$ cat src/rtl/rrq_pkg.sv
// ----------------------------------------------------------------------------
// rrq_pkg
// Shared types, sizes and helpers for the report ring queue with statistics.
// ----------------------------------------------------------------------------
package rrq_pkg;

	localparam int QUEUE_SLOTS = 16;
	localparam int MAX_BYTES   = 8;
	localparam int IDX_W       = $clog2(QUEUE_SLOTS);
	localparam int CNT_W       = IDX_W + 1;
	localparam int LEN_W       = $clog2(MAX_BYTES + 1);
	localparam int STAT_W      = 32;

	typedef enum logic [2:0] {
		CMD_SET_TIME = 3'd0,
		CMD_PUSH     = 3'd1,
		CMD_POP      = 3'd2,
		CMD_PEEK     = 3'd3,
		CMD_COUNT    = 3'd4
	} cmd_t;

	typedef logic [IDX_W-1:0] idx_t;

	typedef struct packed {
		logic [7:0]       kind;
		logic [LEN_W-1:0] len;
		logic [63:0]      payload;
		logic [63:0]      stamp;
	} entry_t;

	typedef struct packed {
		logic push;
		logic drop;
		logic usb;
		logic ble;
		logic fail;
	} stat_inc_t;

	typedef struct packed {
		logic [STAT_W-1:0] push;
		logic [STAT_W-1:0] drop;
		logic [STAT_W-1:0] usb;
		logic [STAT_W-1:0] ble;
		logic [STAT_W-1:0] fail;
	} stat_tot_t;

	function automatic idx_t next_slot(input idx_t i);
		idx_t n;
		if (i == idx_t'(QUEUE_SLOTS - 1)) begin
			n = '0;
		end else begin
			n = i + idx_t'(1);
		end
		return n;
	endfunction

	// keep bytes below the length, zero the rest
	function automatic logic [63:0] byte_mask(input logic [LEN_W-1:0] n);
		logic [63:0] m;
		m = '0;
		for (int i = 0; i < 8; i++) begin
			if (int'(n) > i) begin
				m[8*i +: 8] = 8'hFF;
			end
		end
		return m;
	endfunction

endpackage

$ cat src/rtl/rrq_store.sv
// ----------------------------------------------------------------------------
// rrq_store
// Slot memory: one write port, one read port with registered read data.
// ----------------------------------------------------------------------------
module rrq_store
	import rrq_pkg::*;
(
	input  logic   clk,
	input  logic   wr_en,
	input  idx_t   wr_addr,
	input  entry_t wr_data,
	input  logic   rd_en,
	input  idx_t   rd_addr,
	output entry_t rd_data
);

	entry_t mem [QUEUE_SLOTS];
	entry_t rd_data_q;

	always_ff @(posedge clk) begin
		if (wr_en) begin
			mem[wr_addr] <= wr_data;
		end
	end

	always_ff @(posedge clk) begin
		if (rd_en) begin
			rd_data_q <= mem[rd_addr];
		end
	end

	assign rd_data = rd_data_q;

endmodule

$ cat src/rtl/rrq_stats.sv
// ----------------------------------------------------------------------------
// rrq_stats
// Five wrapping event counters for pushes, drops and send outcomes.
// ----------------------------------------------------------------------------
module rrq_stats
	import rrq_pkg::*;
(
	input  logic      clk,
	input  logic      arst_n,
	input  stat_inc_t inc,
	output stat_tot_t totals
);

	stat_tot_t tot_q;

	always_ff @(posedge clk or negedge arst_n) begin
		if (!arst_n) begin
			tot_q <= '0;
		end else begin
			if (inc.push) tot_q.push <= tot_q.push + STAT_W'(1);
			if (inc.drop) tot_q.drop <= tot_q.drop + STAT_W'(1);
			if (inc.usb)  tot_q.usb  <= tot_q.usb  + STAT_W'(1);
			if (inc.ble)  tot_q.ble  <= tot_q.ble  + STAT_W'(1);
			if (inc.fail) tot_q.fail <= tot_q.fail + STAT_W'(1);
		end
	end

	assign totals = tot_q;

endmodule

$ cat src/rtl/report_ring_queue_with_stats.sv
// ----------------------------------------------------------------------------
// report_ring_queue_with_stats
// Ring queue of input reports (one slot kept empty) with event counters.
// ----------------------------------------------------------------------------
// The accept edge of a command word updates pointers and counters, writes
// a pushed slot and starts the slot memory read for pop or peek; the next
// edge loads the result register from the registered read data. A new word
// is taken once no slot read is in flight and the result register is free
// or being taken in the same cycle. Depth and counters on the result port
// show the state after the command. Slots hold QUEUE_SLOTS-1 reports at most.
module report_ring_queue_with_stats
	import rrq_pkg::*;
(
	input  logic        clk,
	input  logic        arst_n,
	input  logic        req_valid,
	output logic        req_stall,
	input  logic [2:0]  command,
	input  logic [7:0]  report_kind,
	input  logic [7:0]  report_length,
	input  logic [63:0] report_payload,
	input  logic [63:0] stamp_value,
	input  logic        via_usb,
	input  logic        send_ok,
	output logic        rsp_valid,
	input  logic        rsp_stall,
	output logic        success,
	output logic [7:0]  head_kind,
	output logic [3:0]  head_length,
	output logic [63:0] head_payload,
	output logic [63:0] head_stamp,
	output logic [3:0]  fill_depth,
	output logic [31:0] pushed_total,
	output logic [31:0] dropped_total,
	output logic [31:0] usb_sent_total,
	output logic [31:0] ble_sent_total,
	output logic [31:0] failed_total
);

	idx_t        wr_q, rd_q;
	logic [63:0] stamp_q;
	logic        busy_s1, ok_s1, kind_s1, full_s1;
	logic        rsp_valid_q, success_q;
	logic [7:0]  kind_q;
	logic [3:0]  length_q;
	logic [63:0] payload_q, stamp_out_q;

	logic        req_fire, is_full, is_empty;
	logic        do_push, do_pop, do_read, ok_now;
	cmd_t        cmd;
	logic [LEN_W-1:0] len_clip;
	entry_t      wr_entry, rd_entry;
	stat_inc_t   inc;
	stat_tot_t   totals;
	logic [CNT_W-1:0] depth;

	assign cmd       = cmd_t'(command);
	assign req_stall = busy_s1 | (rsp_valid_q & rsp_stall);
	assign req_fire  = req_valid & ~req_stall;
	assign is_full   = (next_slot(wr_q) == rd_q);
	assign is_empty  = (wr_q == rd_q);

	assign len_clip = (report_length > 8'(MAX_BYTES)) ? LEN_W'(MAX_BYTES)
	                                                  : LEN_W'(report_length);

	always_comb begin
		do_push = 1'b0;
		do_pop  = 1'b0;
		do_read = 1'b0;
		ok_now  = 1'b1;
		inc     = '0;
		if (req_fire) begin
			case (cmd)
				CMD_PUSH: begin
					do_push  = ~is_full;
					inc.push = ~is_full;
					inc.drop = is_full;
					ok_now   = ~is_full;
				end
				CMD_POP: begin
					do_pop  = ~is_empty;
					do_read = ~is_empty;
					ok_now  = ~is_empty;
				end
				CMD_PEEK: begin
					do_read = ~is_empty;
					ok_now  = ~is_empty;
				end
				CMD_COUNT: begin
					inc.fail = ~send_ok;
					inc.usb  = send_ok & via_usb;
					inc.ble  = send_ok & ~via_usb;
				end
				default: begin
				end
			endcase
		end
	end

	assign wr_entry.kind    = report_kind;
	assign wr_entry.len     = len_clip;
	assign wr_entry.payload = report_payload & byte_mask(len_clip);
	assign wr_entry.stamp   = stamp_q;

	rrq_store u_store (
		.clk     (clk),
		.wr_en   (do_push),
		.wr_addr (wr_q),
		.wr_data (wr_entry),
		.rd_en   (do_read),
		.rd_addr (rd_q),
		.rd_data (rd_entry)
	);

	rrq_stats u_stats (
		.clk    (clk),
		.arst_n (arst_n),
		.inc    (inc),
		.totals (totals)
	);

	always_ff @(posedge clk or negedge arst_n) begin
		if (!arst_n) begin
			wr_q    <= '0;
			rd_q    <= '0;
			stamp_q <= '0;
		end else begin
			if (do_push) wr_q <= next_slot(wr_q);
			if (do_pop)  rd_q <= next_slot(rd_q);
			if (req_fire && cmd == CMD_SET_TIME) stamp_q <= stamp_value;
		end
	end

	always_ff @(posedge clk or negedge arst_n) begin
		if (!arst_n) begin
			busy_s1     <= 1'b0;
			rsp_valid_q <= 1'b0;
		end else begin
			busy_s1 <= req_fire;
			if (busy_s1) begin
				rsp_valid_q <= 1'b1;
			end else if (!rsp_stall) begin
				rsp_valid_q <= 1'b0;
			end
		end
	end

	always_ff @(posedge clk) begin
		if (req_fire) begin
			ok_s1   <= ok_now;
			kind_s1 <= do_read;
			full_s1 <= do_pop;
		end
	end

	// result fields come from the slot read issued at accept
	always_ff @(posedge clk) begin
		if (busy_s1) begin
			success_q   <= ok_s1;
			kind_q      <= kind_s1 ? rd_entry.kind : '0;
			length_q    <= full_s1 ? 4'(rd_entry.len) : '0;
			payload_q   <= full_s1 ? rd_entry.payload : '0;
			stamp_out_q <= full_s1 ? rd_entry.stamp : '0;
		end
	end

	assign depth = (wr_q >= rd_q) ? (CNT_W'(wr_q) - CNT_W'(rd_q))
	                              : (CNT_W'(QUEUE_SLOTS) - CNT_W'(rd_q) + CNT_W'(wr_q));

	assign rsp_valid      = rsp_valid_q;
	assign success        = success_q;
	assign head_kind      = kind_q;
	assign head_length    = length_q;
	assign head_payload   = payload_q;
	assign head_stamp     = stamp_out_q;
	assign fill_depth     = 4'(depth);
	assign pushed_total   = totals.push;
	assign dropped_total  = totals.drop;
	assign usb_sent_total = totals.usb;
	assign ble_sent_total = totals.ble;
	assign failed_total   = totals.fail;

`ifndef SYNTHESIS
	a_no_accept_in_flight: assert property (@(posedge clk) disable iff (!arst_n)
		busy_s1 |-> !req_fire)
		else $error("word accepted while slot read in flight");

	a_full_push_holds_wr: assert property (@(posedge clk) disable iff (!arst_n)
		(req_fire && cmd == CMD_PUSH && is_full) |=> $stable(wr_q))
		else $error("write pointer moved on dropped push");

	a_empty_pop_holds_rd: assert property (@(posedge clk) disable iff (!arst_n)
		(req_fire && cmd == CMD_POP && is_empty) |=> $stable(rd_q))
		else $error("read pointer moved on empty pop");

	a_rsp_follows_accept: assert property (@(posedge clk) disable iff (!arst_n)
		$rose(rsp_valid_q) |-> $past(req_fire, 2))
		else $error("result shown without an accepted word");
`endif

endmodule

$ cat config.mk
export PLATFORM = sky130hd
export DESIGN_NAME = report_ring_queue_with_stats
export DESIGN_NICKNAME = d
export VERILOG_FILES = /design/src/rtl/rrq_pkg.sv /design/src/rtl/rrq_store.sv /design/src/rtl/rrq_stats.sv /design/src/rtl/report_ring_queue_with_stats.sv
export SDC_FILE = /design/constraint.sdc
export NUM_CORES = 2
export LEC_CHECK = 0
export ABC_AREA = 0
export BUFFER_PORTS_ARGS = -buffer_cell sky130_fd_sc_hd__buf_2
export CAP_MARGIN = 20
export CORE_MARGIN = 1.5
export CORE_UTILIZATION = 48
export CTS_BUF_LIST = sky130_fd_sc_hd__clkbuf_4
export CTS_CLUSTER_DIAMETER = 80
export DETAILED_ROUTE_END_ITERATION = 8
export HOLD_SLACK_MARGIN = 0.12
export MAX_ROUTING_LAYER = met4
export SLEW_MARGIN = 0
export SYNTH_ARGS = -nofsm -noshare
export SYNTH_HDL_FRONTEND = slang
export SYNTH_SLANG_ARGS = --single-unit
$ cat constraint.sdc
create_clock -name clk -period 29.1 [get_ports clk]
set_input_delay 2.91 -clock clk [delete_from_list [all_inputs] [get_ports clk]]
set_output_delay 2.91 -clock clk [all_outputs]
set_load 0.02 [all_outputs]
Word-level counts from Yosys, hierarchy flattened
Memory sizes are Yosys's and may differ from the RTL's. A register that Yosys moved wholly into a read port is not among the register bits. Cells that the tools add are included. W data, S select, Z words.

Flip-flop bits (word level): 378. RAM bits: 2240. Memories: 1. Word-level logic and storage cells: 88. Input bits: 153.

$add $sub $neg: 10. Reduce and logical (&&, ||, !) cells: 3. Muxes and demuxes: 26. Magnitude comparators: 10. Bitwise logic cells: 11. Equality and inequality tests: 9.

Memories: u_store.mem (words 16, width 140, read ports 1, clocked after memory_dff 1, write ports 1, RTL line rrq_store.sv:17) `entry_t mem [QUEUE_SLOTS];`.

Operator list (count): $add A32 B1 Y32 const B (5); $and A64 B64 Y64 (1); $mux W8 (8); $gt A4 B3 Y1 const B (4); $mux W4 (4); $mux W1 (10); $add A4 B1 Y4 const B (2); $eq A4 B4 Y1 (2); $eq A4 B4 Y1 const B (2); $gt A4 B1 Y1 const B (2); $gt A4 B2 Y1 const B (2); $gt A8 B4 Y1 const B (1); $eq A3 B2 Y1 const B (2); $mux W5 (1); $not A1 Y1 (5); $add A4 B4 Y4 (1); $and A1 B1 Y1 (4); $ge A4 B4 Y1 (1); $sub A1 B4 Y4 const A (1); $sub A4 B4 Y4 (1); $eq A3 B1 Y1 const B (1); $eq A3 B3 Y1 const B (1); $logic_not A3 Y1 (1); $mux W3 (1); 6 further kinds (6).

Logic depth before layout (Yosys ltp)
Depth in word-level cells: 8. Depth in mapped cells: 11.

Hierarchy
A second synthesis with hierarchy kept.

Cells, all modules: 4876. Area, all modules: 104406.4 sq um.

Modules (own cells, without submodules): rrq_store (times used 1, cells each 3670, area each 88282.2 sq um, sequential area each 71468.5 sq um); report_ring_queue_with_stats (times used 1, cells each 594, area each 8907.3 sq um, sequential area each 6175.9 sq um); rrq_stats (times used 1, cells each 612, area each 7216.9 sq um, sequential area each 4003.8 sq um).

Worst setup path after synthesis
OpenSTA, ideal clock, no wires.

Kind: input to register. Start: input port req_valid. End: memory u_store.mem[3][0] (netlist name), enable pin. Setup time: 0.840 ns. Arrival time: 14.140 ns. Setup slack: 14.120 ns. Stages on the path: 5. Required time: 28.260 ns. Cell sequence: nor2b_1 -> and3_1 -> clkbuf_1 -> and3_1 -> nor3b_1.

Longest elaborated chain between the ends: 4.

RTL lines: start: declaration (RTL line report_ring_queue_with_stats.sv:16) `input logic req_valid,`; $and A1 B1 Y1 (RTL line report_ring_queue_with_stats.sv:59) `assign req_fire = req_valid & ~req_stall;`; $mux W1 (RTL line report_ring_queue_with_stats.sv:72) `if (req_fire) begin`; $mux W1 (RTL line rrq_store.sv:21) `if (wr_en) begin`; $mux W1 (not written as such) (RTL line rrq_store.sv:22) `mem[wr_addr] <= wr_data;`; end: declaration (RTL line rrq_store.sv:17).

Every way passes these cells.

Worst setup path in the final report
Start: register rd_q[1]. End: output port fill_depth[3].

Longest elaborated chain between the ends: 3. Elaborated cells between the ends (all ways): 5.

RTL lines: start: declaration (RTL line report_ring_queue_with_stats.sv:40) `idx_t wr_q, rd_q;`; start signal: assignment (RTL line report_ring_queue_with_stats.sv:129) `if (do_pop) rd_q <= next_slot(rd_q);`; $sub A1 B4 Y4 (RTL line report_ring_queue_with_stats.sv:168) `: (CNT_W'(QUEUE_SLOTS) - CNT_W'(rd_q) + CNT_W'(wr_q));`; $add A4 B4 Y4 (RTL line report_ring_queue_with_stats.sv:168); $mux W4 (*) (RTL line report_ring_queue_with_stats.sv:167) `assign depth = (wr_q >= rd_q) ? (CNT_W'(wr_q) - CNT_W'(rd_q))`; end: declaration (RTL line report_ring_queue_with_stats.sv:32) `output logic [3:0] fill_depth,`.

Every way passes the cells marked *; elsewhere a longest branch is shown, timed or not.

==> results.toml <==
[power]
leakage_nw = 40.5
power_density_nw_per_um2 = 84.8
max-vdd-ir-drop_mv = 0.0846

[place]
post-place-ws_ns = 21.49
port-buffer-count = 459
gp_congestion = 0.792
dp_hpwl_mm = 128

[routing]
vias = 50705
drt_iter0_markers = 4550
remaining_drc_errors = 0
wire_per_inst_um = 27.1
wirelength_met1_mm = 105
ant_nets = 0
finalWirelength_mm = 243
wl_met2_mm = 115
detail_route.first_pass.iterations = 5
routed-wl-met3_mm = 16.8
highest_layer = "met4"
vias_per_cell = 5.67

[floorplanning]
coreArea_um2 = 215000
start_util_pct = 48.5
die_width_um = 469
dieArea_um2 = 220000
ios = 460
rows = 170
dieHeight_um = 469

[yosys]
ys_types = 49
netlist_area_um2 = 104000
ys_ff_latch = 2758
synth_top_cell_by_area = "edfxtp_1"
synth_top_area_share_pct = 72.6
ys_seq_area_share_pct = 78.3
synth_edf_count = 2524
synth_nets = 4697
syn_avg_cell_area_um2 = 23.0
synth_cells = 4530
yosysWarnings = 0
async_flop_share_pct = 8.48
ys.flop_type = "edfxtp_1"
synthTopCellsByArea = "edfxtp_1 73%, mux4_2 15%, dfrtp_1 5.6%"

[layout]
drive_gt1_share_pct = 40.6
most-common-layout-cells = "2524 x edfxtp_1, 1080 x clkbuf_4, 700 x mux4_2"
final_nets = 5749
multiInputGateArea_um2 = 21800
area_growth_pct = 14.4
fillers = 16577
final_core_util_pct = 55.5
final_common_cell = "edfxtp_1"
ff_latch_area_um2 = 81700

[global_route]
antenna_found_initial = 21
grt-ovfl-total = 0
grt_pass1_vias = 52731
gr-usage-all-layers_pct = 22.7
grt_pass1_wl_mm = 354
grt_max_degree = 139

[clocking]
post_cts_resize_count = 0
hold_buffers = 0
numCtsBuffers = 708
root_buffer = "clkbuf_4"
cts.path.max_buffers = 4
postCtsSetupBuffers = 0
htreeDepth = 6
cts_tree = "built"
clk_latency_ns = 1.43
cts_sinks = 2758
clkSlewWorstSetupHoldPaths_ns = 0.06

[min_path]
hold_path.class = "reg2reg"
holdPathStages = 0

[timing]
worst_pin_slew_ns = 1.19
hold_viol = 0
slew_headroom_pct = 20.9
fin_setup_tns_ns = 0
rsz0062_at_grt = "no"
drv_slew = 0
period_share_pct = 22.7
worst_slack_ns = 22.50
skew_ns = 0.126
timing.fmax_mhz = 152
finalCriticalPeriod_ns = 6.60
setup_viol = 0

[status]
status = "finished clean"

[setup_path]
critPathCaptureType = "primary output"
worstPathMaxFanout = 58
crit_path_start_kind = "register"
cp.required_ns = 26.19
rr_worst_depth = 8
crit_type = "reg2out"
arrival_ns = 3.69

[flow_run]
drv_cap = 0
## stage by stage
step | instances | cell area [um^2] | hold slack (ns) | total power [W]
2_1_floorplan | 4530 | 104000 | 0.400 | 0.00631
3_3_place_gp | 7705 | 110000 | 0.412 | 0.00693
6_report | 8948 | 119000 | 0.434 | 0.0101
5_1_grt | 8934 | 119000 | 0.449 | 0.0106
4_1_cts | 8923 | 119000 | 0.437 | 0.0103
3_5_place_dp | 7707 | 110000 | 0.422 | 0.00694
## area by class of cell
cell class | instances | share of cell area (%)
flip-flops and latches | 2758 | 68.4
repair buffers | 547 | 2.64
inverters | 19 | 0.0598
clock buffers | 1080 | 6.79
clock inverters | 136 | 0.784
multi-input cells | 1548 | 18.3
well taps | 2838 | 2.97
diodes | 22 | 0.0461
## state kept, by name, indices dropped and copies added, names as in the netlist, 4 cells and up
signal,flops
head_payload,64
u_stats.totals,160
head_kind,8
u_store.rd_data,140
head_length,4
u_store.mem,2240
stamp_q,64
head_stamp,64
rd_q,4
wr_q,4
## routing by layer
metal / vias to the layer above / global-route usage, %
met5: - / -
met4: 0 / 7.37
met3: 363 / 5.00
met2: 1938 / 33.9
met1: 26880 / 31.4
li1: 21524 / -
## synth_stat cells (13+ instances only)
master	instances
mux2_2	70
and4_1	15
nor2_1	41
nand4_1	61
inv_1	19
mux4_2	700
dfrtp_1	234
clkbuf_1	108
and3_1	27
nand3_1	63
nor3_1	49
xor2_1	68
edfxtp_1	2524
xnor2_1	93
and2_1	172
ha_1	13
buf_2	75
nor2b_1	43
nor4_1	21
nand2_1	60
## final timing paths
kind,start,to,slack [ns]
min,ok_s1,success,0.43
min reg2reg,ok_s1,success,0.43
max,rd_q[1],fill_depth[3],22.50
min in group asynchronous,arst_n,rsp_valid,1.59
max in group asynchronous,arst_n,stamp_q[5],26.01
max reg2reg,rd_q[3],u_store.mem[9][20],23.33
## report_power, final
part           internal, W  leakage (nW)  switching (W)  total [W]
clock network      0.00181          5.41        0.00150    0.00331
registers          0.00460          25.9       0.000223    0.00482
logic              0.00101          9.18       0.000975    0.00198
total              0.00742          40.5        0.00270     0.0101
## kinds of logic (layout without fill, tap and decap cells)
logic type | Yosys count | after routing | share of synthesized area (%)
flip-flops | 2758 | 2758 | 78.3
adder cells (fa/ha/maj) | 14 | 14 | 0.175
XOR/XNOR | 162 | 162 | 1.37
AND/OR/NAND/NOR | 579 | 579 | 3.22
AO/OA/AOI/OAI | 22 | 22 | 0.147
multiplexers | 771 | 771 | 15.9
buffers and inverters | 224 | 1782 | 0.957
other | 0 | 22 | 0
## critical path, stage by stage, from the launching register on
cell     delay [ns]
dfrtp_4        1.03
inv_1          0.15
ha_1           0.35
a21o_1         0.16
a21oi_1        0.20
xor2_1         0.16
buf_2          0.22
Power figures use the tool's default switching activity.
